<file path="src/sv/mat_pkg.sv">
// ----------------------------------------------------------------------------
// mat_pkg
// Shared types and constants for the MAC activity tracker.
// ----------------------------------------------------------------------------
`default_nettype none

package mat_pkg;

   localparam int TABLE_DEPTH = 32;
   localparam int IDX_W       = $clog2(TABLE_DEPTH);
   localparam int MAC_W       = 48;
   localparam int STAMP_W     = 32;
   localparam int COUNT_W     = 6;
   localparam logic [COUNT_W-1:0] COUNT_MAX = {COUNT_W{1'b1}};

   localparam int REQ_DATA_W  = 2 * MAC_W + STAMP_W;
   localparam int RSP_FIELD_W = 1 + 2 * COUNT_W;
   localparam int RSP_DATA_W  = ((RSP_FIELD_W + 7) / 8) * 8;

   localparam int CSR_IDX_W   = 1;
   localparam int CSR_DATA_W  = 32;
   localparam logic [CSR_IDX_W-1:0] CSR_ACTIVE_WINDOW = 1'b0;
   localparam logic [CSR_IDX_W-1:0] CSR_SPOOF_WINDOW  = 1'b1;

   typedef enum logic {
      OP_RECORD  = 1'b0,
      OP_ANALYZE = 1'b1
   } opcode_type;

   typedef enum logic [3:0] {
      ST_IDLE   = 4'b0001,
      ST_WALK   = 4'b0010,
      ST_WRITE  = 4'b0100,
      ST_FINISH = 4'b1000
   } state_type;

endpackage

`default_nettype wire

</file>
<file path="src/sv/mac_activity_tracker_top.sv">
// ----------------------------------------------------------------------------
// mac_activity_tracker_top
// Table of recent MAC addresses with last-seen times; record and analyze items.
// ----------------------------------------------------------------------------
// Sequence: after an item is accepted the walk reads one table entry per cycle
//   over all 32; a record item then writes the table in ST_WRITE, and both kinds end in ST_FINISH.
// A new item is accepted only in ST_IDLE, after ST_FINISH has loaded the previous response.
// Reset: synchronous, active high; empties the table (valid bits), clears the
//   replace pointer and both window registers.
`default_nettype none

module mac_activity_tracker_top (
   input  wire logic                             clock,
   input  wire logic                             reset,
   // req_tdata: first_mac[47:0], second_mac[95:48], stamp[127:96]
   input  wire logic [mat_pkg::REQ_DATA_W-1:0]   req_tdata,
   // req_tuser: opcode[0]
   input  wire logic                             req_tuser,
   input  wire logic                             req_tvalid,
   output logic                                  req_tready,
   // rsp_tdata: spoof_flag[0], active_count[6:1], target_hits[12:7], zero pad
   output logic [mat_pkg::RSP_DATA_W-1:0]        rsp_tdata,
   output logic                                  rsp_tvalid,
   input  wire logic                             rsp_tready,
   input  wire logic                             csr_valid,
   output logic                                  csr_ready,
   input  wire logic [mat_pkg::CSR_IDX_W-1:0]    csr_index,
   input  wire logic [mat_pkg::CSR_DATA_W-1:0]   csr_data
);
   import mat_pkg::*;

   state_type                    state_ff, state_in;
   logic [IDX_W-1:0]             idx_ff, idx_in;
   logic [IDX_W-1:0]             ptr_ff, ptr_in;
   opcode_type                   op_ff;
   logic [MAC_W-1:0]             first_ff, second_ff;
   logic [STAMP_W-1:0]           stamp_ff;
   logic                         found_ff, found_in;
   logic [IDX_W-1:0]             hit_idx_ff, hit_idx_in;
   logic                         spoof_ff, spoof_in;
   logic [COUNT_W-1:0]           active_ff, active_in;
   logic [COUNT_W-1:0]           hits_ff, hits_in;
   logic                         rsp_valid_ff, rsp_valid_in;
   logic [RSP_DATA_W-1:0]        rsp_data_ff;
   logic [STAMP_W-1:0]           act_win_ff, spf_win_ff;
   logic [TABLE_DEPTH-1:0]       valid_ff;

   logic [MAC_W-1:0]             addr_mem [TABLE_DEPTH];
   logic [STAMP_W-1:0]           time_mem [TABLE_DEPTH];

   logic                         req_acc;
   logic                         walk_last;
   logic [MAC_W-1:0]             rd_addr;
   logic [STAMP_W-1:0]           rd_time;
   logic [STAMP_W-1:0]           age;
   logic                         occupied;
   logic                         wr_en;
   logic [IDX_W-1:0]             wr_idx;
   logic                         rsp_load;

   assign req_tready = (state_ff == ST_IDLE);
   assign req_acc    = req_tvalid && req_tready;
   assign csr_ready  = 1'b1;
   assign rsp_tvalid = rsp_valid_ff;
   assign rsp_tdata  = rsp_data_ff;

   assign walk_last  = (idx_ff == IDX_W'(TABLE_DEPTH - 1));
   assign rd_addr    = valid_ff[idx_ff] ? addr_mem[idx_ff] : '0;
   assign rd_time    = valid_ff[idx_ff] ? time_mem[idx_ff] : '0;
   assign age        = stamp_ff - rd_time;
   assign occupied   = (rd_time != '0);

   assign wr_en      = (state_ff == ST_WRITE);
   assign wr_idx     = found_ff ? hit_idx_ff : ptr_ff;
   assign rsp_load   = (state_ff == ST_FINISH) && (!rsp_valid_ff || rsp_tready);

   always_comb begin
      state_in   = state_ff;
      idx_in     = idx_ff;
      ptr_in     = ptr_ff;
      found_in   = found_ff;
      hit_idx_in = hit_idx_ff;
      spoof_in   = spoof_ff;
      active_in  = active_ff;
      hits_in    = hits_ff;
      case (state_ff)
         ST_IDLE: begin
            if (req_acc) begin
               state_in  = ST_WALK;
               idx_in    = '0;
               found_in  = 1'b0;
               spoof_in  = 1'b0;
               active_in = '0;
               hits_in   = '0;
            end
         end
         ST_WALK: begin
            if (op_ff == OP_RECORD) begin
               if (!found_ff && rd_addr == first_ff) begin
                  found_in   = 1'b1;
                  hit_idx_in = idx_ff;
               end
            end else if (occupied) begin
               if (age < act_win_ff && active_ff != COUNT_MAX) begin
                  active_in = active_ff + 1'b1;
               end
               if (rd_addr == first_ff && age < spf_win_ff) begin
                  spoof_in = 1'b1;
               end
               if (rd_addr == second_ff && hits_ff != COUNT_MAX) begin
                  hits_in = hits_ff + 1'b1;
               end
            end
            idx_in = idx_ff + 1'b1;
            if (walk_last) begin
               state_in = (op_ff == OP_RECORD) ? ST_WRITE : ST_FINISH;
            end
         end
         ST_WRITE: begin
            if (!found_ff) begin
               ptr_in = (ptr_ff == IDX_W'(TABLE_DEPTH - 1)) ? '0 : ptr_ff + 1'b1;
            end
            state_in = ST_FINISH;
         end
         ST_FINISH: begin
            if (rsp_load) begin
               state_in = ST_IDLE;
            end
         end
         default: begin
            state_in = ST_IDLE;
         end
      endcase
   end

   always_comb begin
      if (rsp_load) begin
         rsp_valid_in = 1'b1;
      end else if (rsp_tready) begin
         rsp_valid_in = 1'b0;
      end else begin
         rsp_valid_in = rsp_valid_ff;
      end
   end

   always_ff @(posedge clock) begin
      if (reset) begin
         state_ff     <= ST_IDLE;
         ptr_ff       <= '0;
         rsp_valid_ff <= 1'b0;
         valid_ff     <= '0;
         act_win_ff   <= '0;
         spf_win_ff   <= '0;
      end else begin
         state_ff     <= state_in;
         ptr_ff       <= ptr_in;
         rsp_valid_ff <= rsp_valid_in;
         if (wr_en) begin
            valid_ff[wr_idx] <= 1'b1;
         end
         if (csr_valid && csr_ready) begin
            case (csr_index)
               CSR_ACTIVE_WINDOW: act_win_ff <= csr_data;
               CSR_SPOOF_WINDOW:  spf_win_ff <= csr_data;
               default: begin
               end
            endcase
         end
      end
   end

   always_ff @(posedge clock) begin
      idx_ff     <= idx_in;
      found_ff   <= found_in;
      hit_idx_ff <= hit_idx_in;
      spoof_ff   <= spoof_in;
      active_ff  <= active_in;
      hits_ff    <= hits_in;
      if (req_acc) begin
         op_ff     <= opcode_type'(req_tuser);
         first_ff  <= req_tdata[MAC_W-1:0];
         second_ff <= req_tdata[2*MAC_W-1:MAC_W];
         stamp_ff  <= req_tdata[REQ_DATA_W-1:2*MAC_W];
      end
      if (rsp_load) begin
         rsp_data_ff <= {{(RSP_DATA_W - RSP_FIELD_W){1'b0}}, hits_ff, active_ff, spoof_ff};
      end
   end

   always_ff @(posedge clock) begin
      if (wr_en) begin
         addr_mem[wr_idx] <= first_ff;
         time_mem[wr_idx] <= stamp_ff;
      end
   end

endmodule

`default_nettype wire

</file>
<file path="config.mk">
export PLATFORM = sky130hd
export DESIGN_NAME = mac_activity_tracker_top
export DESIGN_NICKNAME = d
export VERILOG_FILES = /design/src/sv/mat_pkg.sv /design/src/sv/mac_activity_tracker_top.sv
export SDC_FILE = /design/constraint.sdc
export NUM_CORES = 2
export LEC_CHECK = 0
export ABC_CLOCK_PERIOD_IN_PS = 6300
export BUFFER_PORTS_ARGS = -buffer_cell sky130_fd_sc_hd__buf_2
export CAP_MARGIN = 20
export CORE_MARGIN = 3
export CORE_UTILIZATION = 56
export CTS_CLUSTER_SIZE = 14
export DETAILED_ROUTE_END_ITERATION = 7
export PLACE_DENSITY = 0.77
export REMOVE_ABC_BUFFERS = 1
export SLEW_MARGIN = 10
export SYNTH_ARGS = -nofsm -noshare
export SYNTH_HDL_FRONTEND = slang
export SYNTH_SLANG_ARGS = --single-unit
</file>
<file path="constraint.sdc">
create_clock -name clock -period 6.3 [get_ports clock]
set_clock_uncertainty 0.1 [all_clocks]
set_input_delay 0.945 -clock clock [delete_from_list [all_inputs] [get_ports clock]]
set_output_delay 0.945 -clock clock [all_outputs]
set_load 0.005 [all_outputs]
</file>
==> run_results.csv <==
group,metric,value,unit
setup_path,data_required_time_of_the_worst_path,6810,ps
synth,synth.distinct_cells,85,
clock_tree,clock-sinks,2837,
floorplanning,die_area,0.205,mm²
pwr,max-vdd-ir-drop,0.345,mV
floorplanning,floorplan.die.height,453,µm
setup_path,critPathLaunch,"idx_ff[0]",
setup_path,worst-path-buf-inv,3,
place,dpl.cell_count,8840,
synth,yosys.area.top_type,"sky130_fd_sc_hd__edfxtp_1",
sta,final.min_clock_period,6300,ps
sta,finalSetupViolations,6,
global_route,grt_remaining_overflow,0,
synth,synthesis.area_per_instance,19.0,µm²
global_route,grt_max_degree,127,
synth,synthesized_area,0.112,mm²
synth,synth-main-ff-cell,"sky130_fd_sc_hd__edfxtp_1",
global_route,grt_util_all_layers,0.302,
drt,route.detailed.drc,0,
job,drv_cap,0,
place,place.gp.congestion,0.933,
sta,timing.final.hold_violations,0,
synth,syn-instance-count,5898,
pwr,power.density_cell_area,382,mW/mm²
setup_path,cp-end-kind,"register",
layout,design_area,0.128,mm²
global_route,grt_antenna_before_repair,3,
setup_path,worst_setup_path_endpoint,"active_ff[2]",
layout,post_layout_nonfiller_instances,9381,
place,io_buffers,181,
drt,drtAntennaViolNets,0,
layout,final_net_count,6805,
synth,ys_top_cells_by_area,"sky130_fd_sc_hd__edfxtp_1, sky130_fd_sc_hd__mux4_2, sky130_fd_sc_hd__mux2i_1",
global_route,number_of_global_route_vias_before_repair,63000,
status,violations,"negative setup slack",
setup_path,cp_slowest_cell,"sky130_fd_sc_hd__mux4_2",
drt,routed_length_per_placed_instance,33.1,µm
synth,synth.top_cell.area_share,0.731,
clock_tree,cts-hold-fix-buffers,0,
drt,routed_wirelength,310000,µm
layout,flow.area_growth_from_synthesis,14.6,%
layout,final.fill_count,12700,
floorplanning,count_of_pins_on_the_block_boundary,186,
status,run_status,"complete, but fails checks",
synth,postSynth.asyncResetShare,0,
place,placed_cell_area,0.119,mm²
setup_path,ff2ff_setup_slack,-3,ps
floorplanning,placeableCoreArea,0.198,mm²
setup_path,worst-setup-path-type,"register to register",
hold_path,worst_hold_path_type,"input port to register",
sta,achievable-frequency,0.159,GHz
setup_path,worst_path_dominant_cell_family,"compound AO/OA/AOI/OAI gates",
setup_path,critical_path_depth,28,
sta,layout_setup_ws,-2.89,ps
place,dp.final_hpwl,165000,µm
setup_path,setup.worst_path.start_class,"register",
sta,drv_slew,0,
synth,yosys_warnings,0,
clock_tree,tritoncts,"built",
setup_path,critPathArrivalTime,6810,ps
sta,final_min_period_over_clock_period,1.00,
floorplanning,die_width,453,µm
sta,slew_headroom,0.213,
clock_tree,worstSkewPairLatency,960,ps
setup_path,critical_path.max_stage_delay,510,ps
floorplanning,starting_density_of_the_core,0.566,
clock_tree,cts_max_path_buffers,4,
setup_path,timing.critical_path.fanout_max,7,
global_route,global_route_wire_length_before_repair,444000,µm
setup_path,worst-r2r-cell-count,28,
drt,vias_cell,6.74,
layout,layout-drive-gt1-share,0.236,
drt,number_of_vias_in_the_routed_layout,63200,
synth,synth.yosys.seq_area_share,0.751,
clock_tree,h-tree-depth,5,
clock_tree,clk_pin_slew_worst_paths,60,ps
setup_path,startpoint_of_the_worst_slack_reg_to_reg_timing_path,"idx_ff[0]",
clock_tree,cts_buffers,293,
synth,postSynthRegisterBits,2837,
sta,setup_repair_after_global_routing_missed_its_margin,"yes",
drt,detailedRoute.firstPassIterationCount,6,
sta,worstMarginPinSlew,1170,ps
clock_tree,clk_root_buffer_cell,"sky130_fd_sc_hd__clkbuf_16",
floorplanning,row_count,163,
setup_path,critPathMostFrequentCell,"sky130_fd_sc_hd__a21o_1",
pwr,cellLeakagePower,0.0417,µW
place,pre_cts_ws,-603,ps
layout,antenna-diode-count,0,
setup_path,r2r_end,"active_ff[2]",
synth,synth_edf_count,2726,
drt,initialDrtViolationCount,9290,
how the worst min path moves through the flow:
stage                   startpoint             end  slack, ps  cells past startpoint
floorplan                 spoof_ff    rsp_tdata[0]        300                      0
global placement       valid_ff[5]     valid_ff[5]        340                      2
detailed placement  spf_win_ff[11]  spf_win_ff[11]        350                      2
CTS                  req_tdata[42]    first_ff[42]         20                      1
global route         req_tdata[18]    first_ff[18]         60                      1
finish               req_tdata[18]    first_ff[18]         80                      1
through the flow:
| step | TNS (ps) | total power, µW | util | hold slack, ps |
|---|---|---|---|---|
| detailed placement | -4110 | 32500 | 0.599 | 349 |
| finish | -12.9 | 49100 | 0.648 | 81.8 |
| global route | -1620 | 50600 | 0.648 | 56.4 |
| floorplan | -358540 | 30300 | - | 300 |
| CTS | 0 | 48900 | 0.645 | 19.7 |
| global placement | -3570 | 32300 | 0.599 | 344 |
report_power, final:
| part | leakage, µW | switching, µW | internal (µW) | total (µW) |
|---|---|---|---|---|
| logic | 0.0119 | 6460 | 4740 | 11200 |
| registers | 0.0255 | 311 | 21300 | 21600 |
| clock network | 0.00432 | 6920 | 9330 | 16200 |
| total | 0.0417 | 13700 | 35400 | 49100 |
layer usage:
| layer | GRT usage | vias up | routed length, µm |
|---|---|---|---|
| li1 | - | 25400 | - |
| met1 | 0.409 | 32300 | 107000 |
| met2 | 0.473 | 4719 | 147000 |
| met3 | 0.0720 | 830 | 41100 |
| met4 | 0.131 | 4 | 14700 |
| met5 | 0 | - | 22 |
synth_stat cells (15+ instances only):
library cell,count
sky130_fd_sc_hd__dfxtp_1,111
sky130_fd_sc_hd__and4_1,16
sky130_fd_sc_hd__nand2b_1,24
sky130_fd_sc_hd__a21o_1,39
sky130_fd_sc_hd__buf_1,24
sky130_fd_sc_hd__mux2_2,17
sky130_fd_sc_hd__and3_1,17
sky130_fd_sc_hd__buf_6,26
sky130_fd_sc_hd__a21oi_1,141
sky130_fd_sc_hd__edfxtp_1,2726
sky130_fd_sc_hd__a22oi_1,182
sky130_fd_sc_hd__a31oi_1,16
sky130_fd_sc_hd__nor3_1,28
sky130_fd_sc_hd__o211ai_1,32
sky130_fd_sc_hd__nor2b_1,23
sky130_fd_sc_hd__and2_1,15
sky130_fd_sc_hd__buf_2,82
sky130_fd_sc_hd__o22ai_1,144
sky130_fd_sc_hd__nand3_1,73
sky130_fd_sc_hd__ha_1,100
sky130_fd_sc_hd__nor2_1,181
sky130_fd_sc_hd__mux4_2,424
sky130_fd_sc_hd__clkbuf_1,104
sky130_fd_sc_hd__inv_1,87
sky130_fd_sc_hd__buf_4,68
sky130_fd_sc_hd__mux2i_1,506
sky130_fd_sc_hd__xor2_1,27
sky130_fd_sc_hd__xnor2_1,38
sky130_fd_sc_hd__a221oi_1,31
sky130_fd_sc_hd__nand2_1,211
sky130_fd_sc_hd__o21ai_0,83
sky130_fd_sc_hd__nand4_1,61
sky130_fd_sc_hd__nor4_1,34
final cells by class:
class	count	area [µm²]	area share
tap	2640	3300	0.0257
clock buffer	361	7770	0.0605
inverter	89	335	0.00261
multi-input combinational	2670	26600	0.207
timing repair buffer	646	5300	0.0413
sequential	2837	84100	0.655
clock inverter	138	1040	0.00810
cells in the final DEF (no fill, tap or decap), types with 13 or more instances in the layout:
cell type / instances
sky130_fd_sc_hd__a22oi_1: 182
sky130_fd_sc_hd__clkinv_1: 65
sky130_fd_sc_hd__a31oi_1: 13
sky130_fd_sc_hd__o21ai_0: 73
sky130_fd_sc_hd__nand2b_1: 23
sky130_fd_sc_hd__buf_2: 182
sky130_fd_sc_hd__clkbuf_1: 59
sky130_fd_sc_hd__buf_4: 391
sky130_fd_sc_hd__a21o_1: 39
sky130_fd_sc_hd__mux2i_1: 506
sky130_fd_sc_hd__a221oi_1: 28
sky130_fd_sc_hd__inv_1: 86
sky130_fd_sc_hd__and3_1: 16
sky130_fd_sc_hd__a21oi_1: 131
sky130_fd_sc_hd__dfxtp_1: 106
sky130_fd_sc_hd__o211ai_1: 32
sky130_fd_sc_hd__clkinv_2: 47
sky130_fd_sc_hd__buf_12: 48
sky130_fd_sc_hd__ha_1: 92
sky130_fd_sc_hd__nand2_1: 207
sky130_fd_sc_hd__bufinv_16: 15
sky130_fd_sc_hd__nor2_1: 147
sky130_fd_sc_hd__edfxtp_1: 2726
sky130_fd_sc_hd__nand3_1: 73
sky130_fd_sc_hd__nor4_1: 32
sky130_fd_sc_hd__nor2b_1: 18
sky130_fd_sc_hd__and4_1: 16
sky130_fd_sc_hd__xnor2_1: 35
sky130_fd_sc_hd__mux2_2: 17
sky130_fd_sc_hd__mux4_2: 427
sky130_fd_sc_hd__clkbuf_16: 308
sky130_fd_sc_hd__o22ai_1: 144
sky130_fd_sc_hd__nor2_4: 34
sky130_fd_sc_hd__nand4_1: 61
sky130_fd_sc_hd__nor3_1: 26
sky130_fd_sc_hd__xor2_1: 27
cells by family (layout without fill, tap and decap cells):
logic type / count (synthesis) / after routing / synth area share
flip-flops: 2837 / 2837 / 0.751
multiplexers: 950 / 950 / 0.133
AO/OA/AOI/OAI: 779 / 779 / 0.0469
AND/OR/NAND/NOR: 771 / 771 / 0.0351
buffers and inverters: 393 / 1234 / 0.0181
adder cells (fa/ha/maj): 101 / 101 / 0.0113
XOR/XNOR: 65 / 65 / 0.00508
other: 2 / 4 / 0.0000670
sequential cells by signal (all words and copies together), names as in the netlist, 6 cells and up, named ones only:
register	count
act_win_ff	32
active_ff	6
first_ff	48
hits_ff	6
addr_mem	1536
time_mem	1024
stamp_ff	32
valid_ff	32
spf_win_ff	32
rsp_tdata	13
second_ff	48
what timing repair did:
item	in CTS	in global routing
setup endpoints to repair	7	7
gates resized for setup	61	24
buffers inserted	19	6
endpoints found under the hold margin	0	0
pin swaps	48	22
No activity file was read; power rests on OpenSTA's default activity.
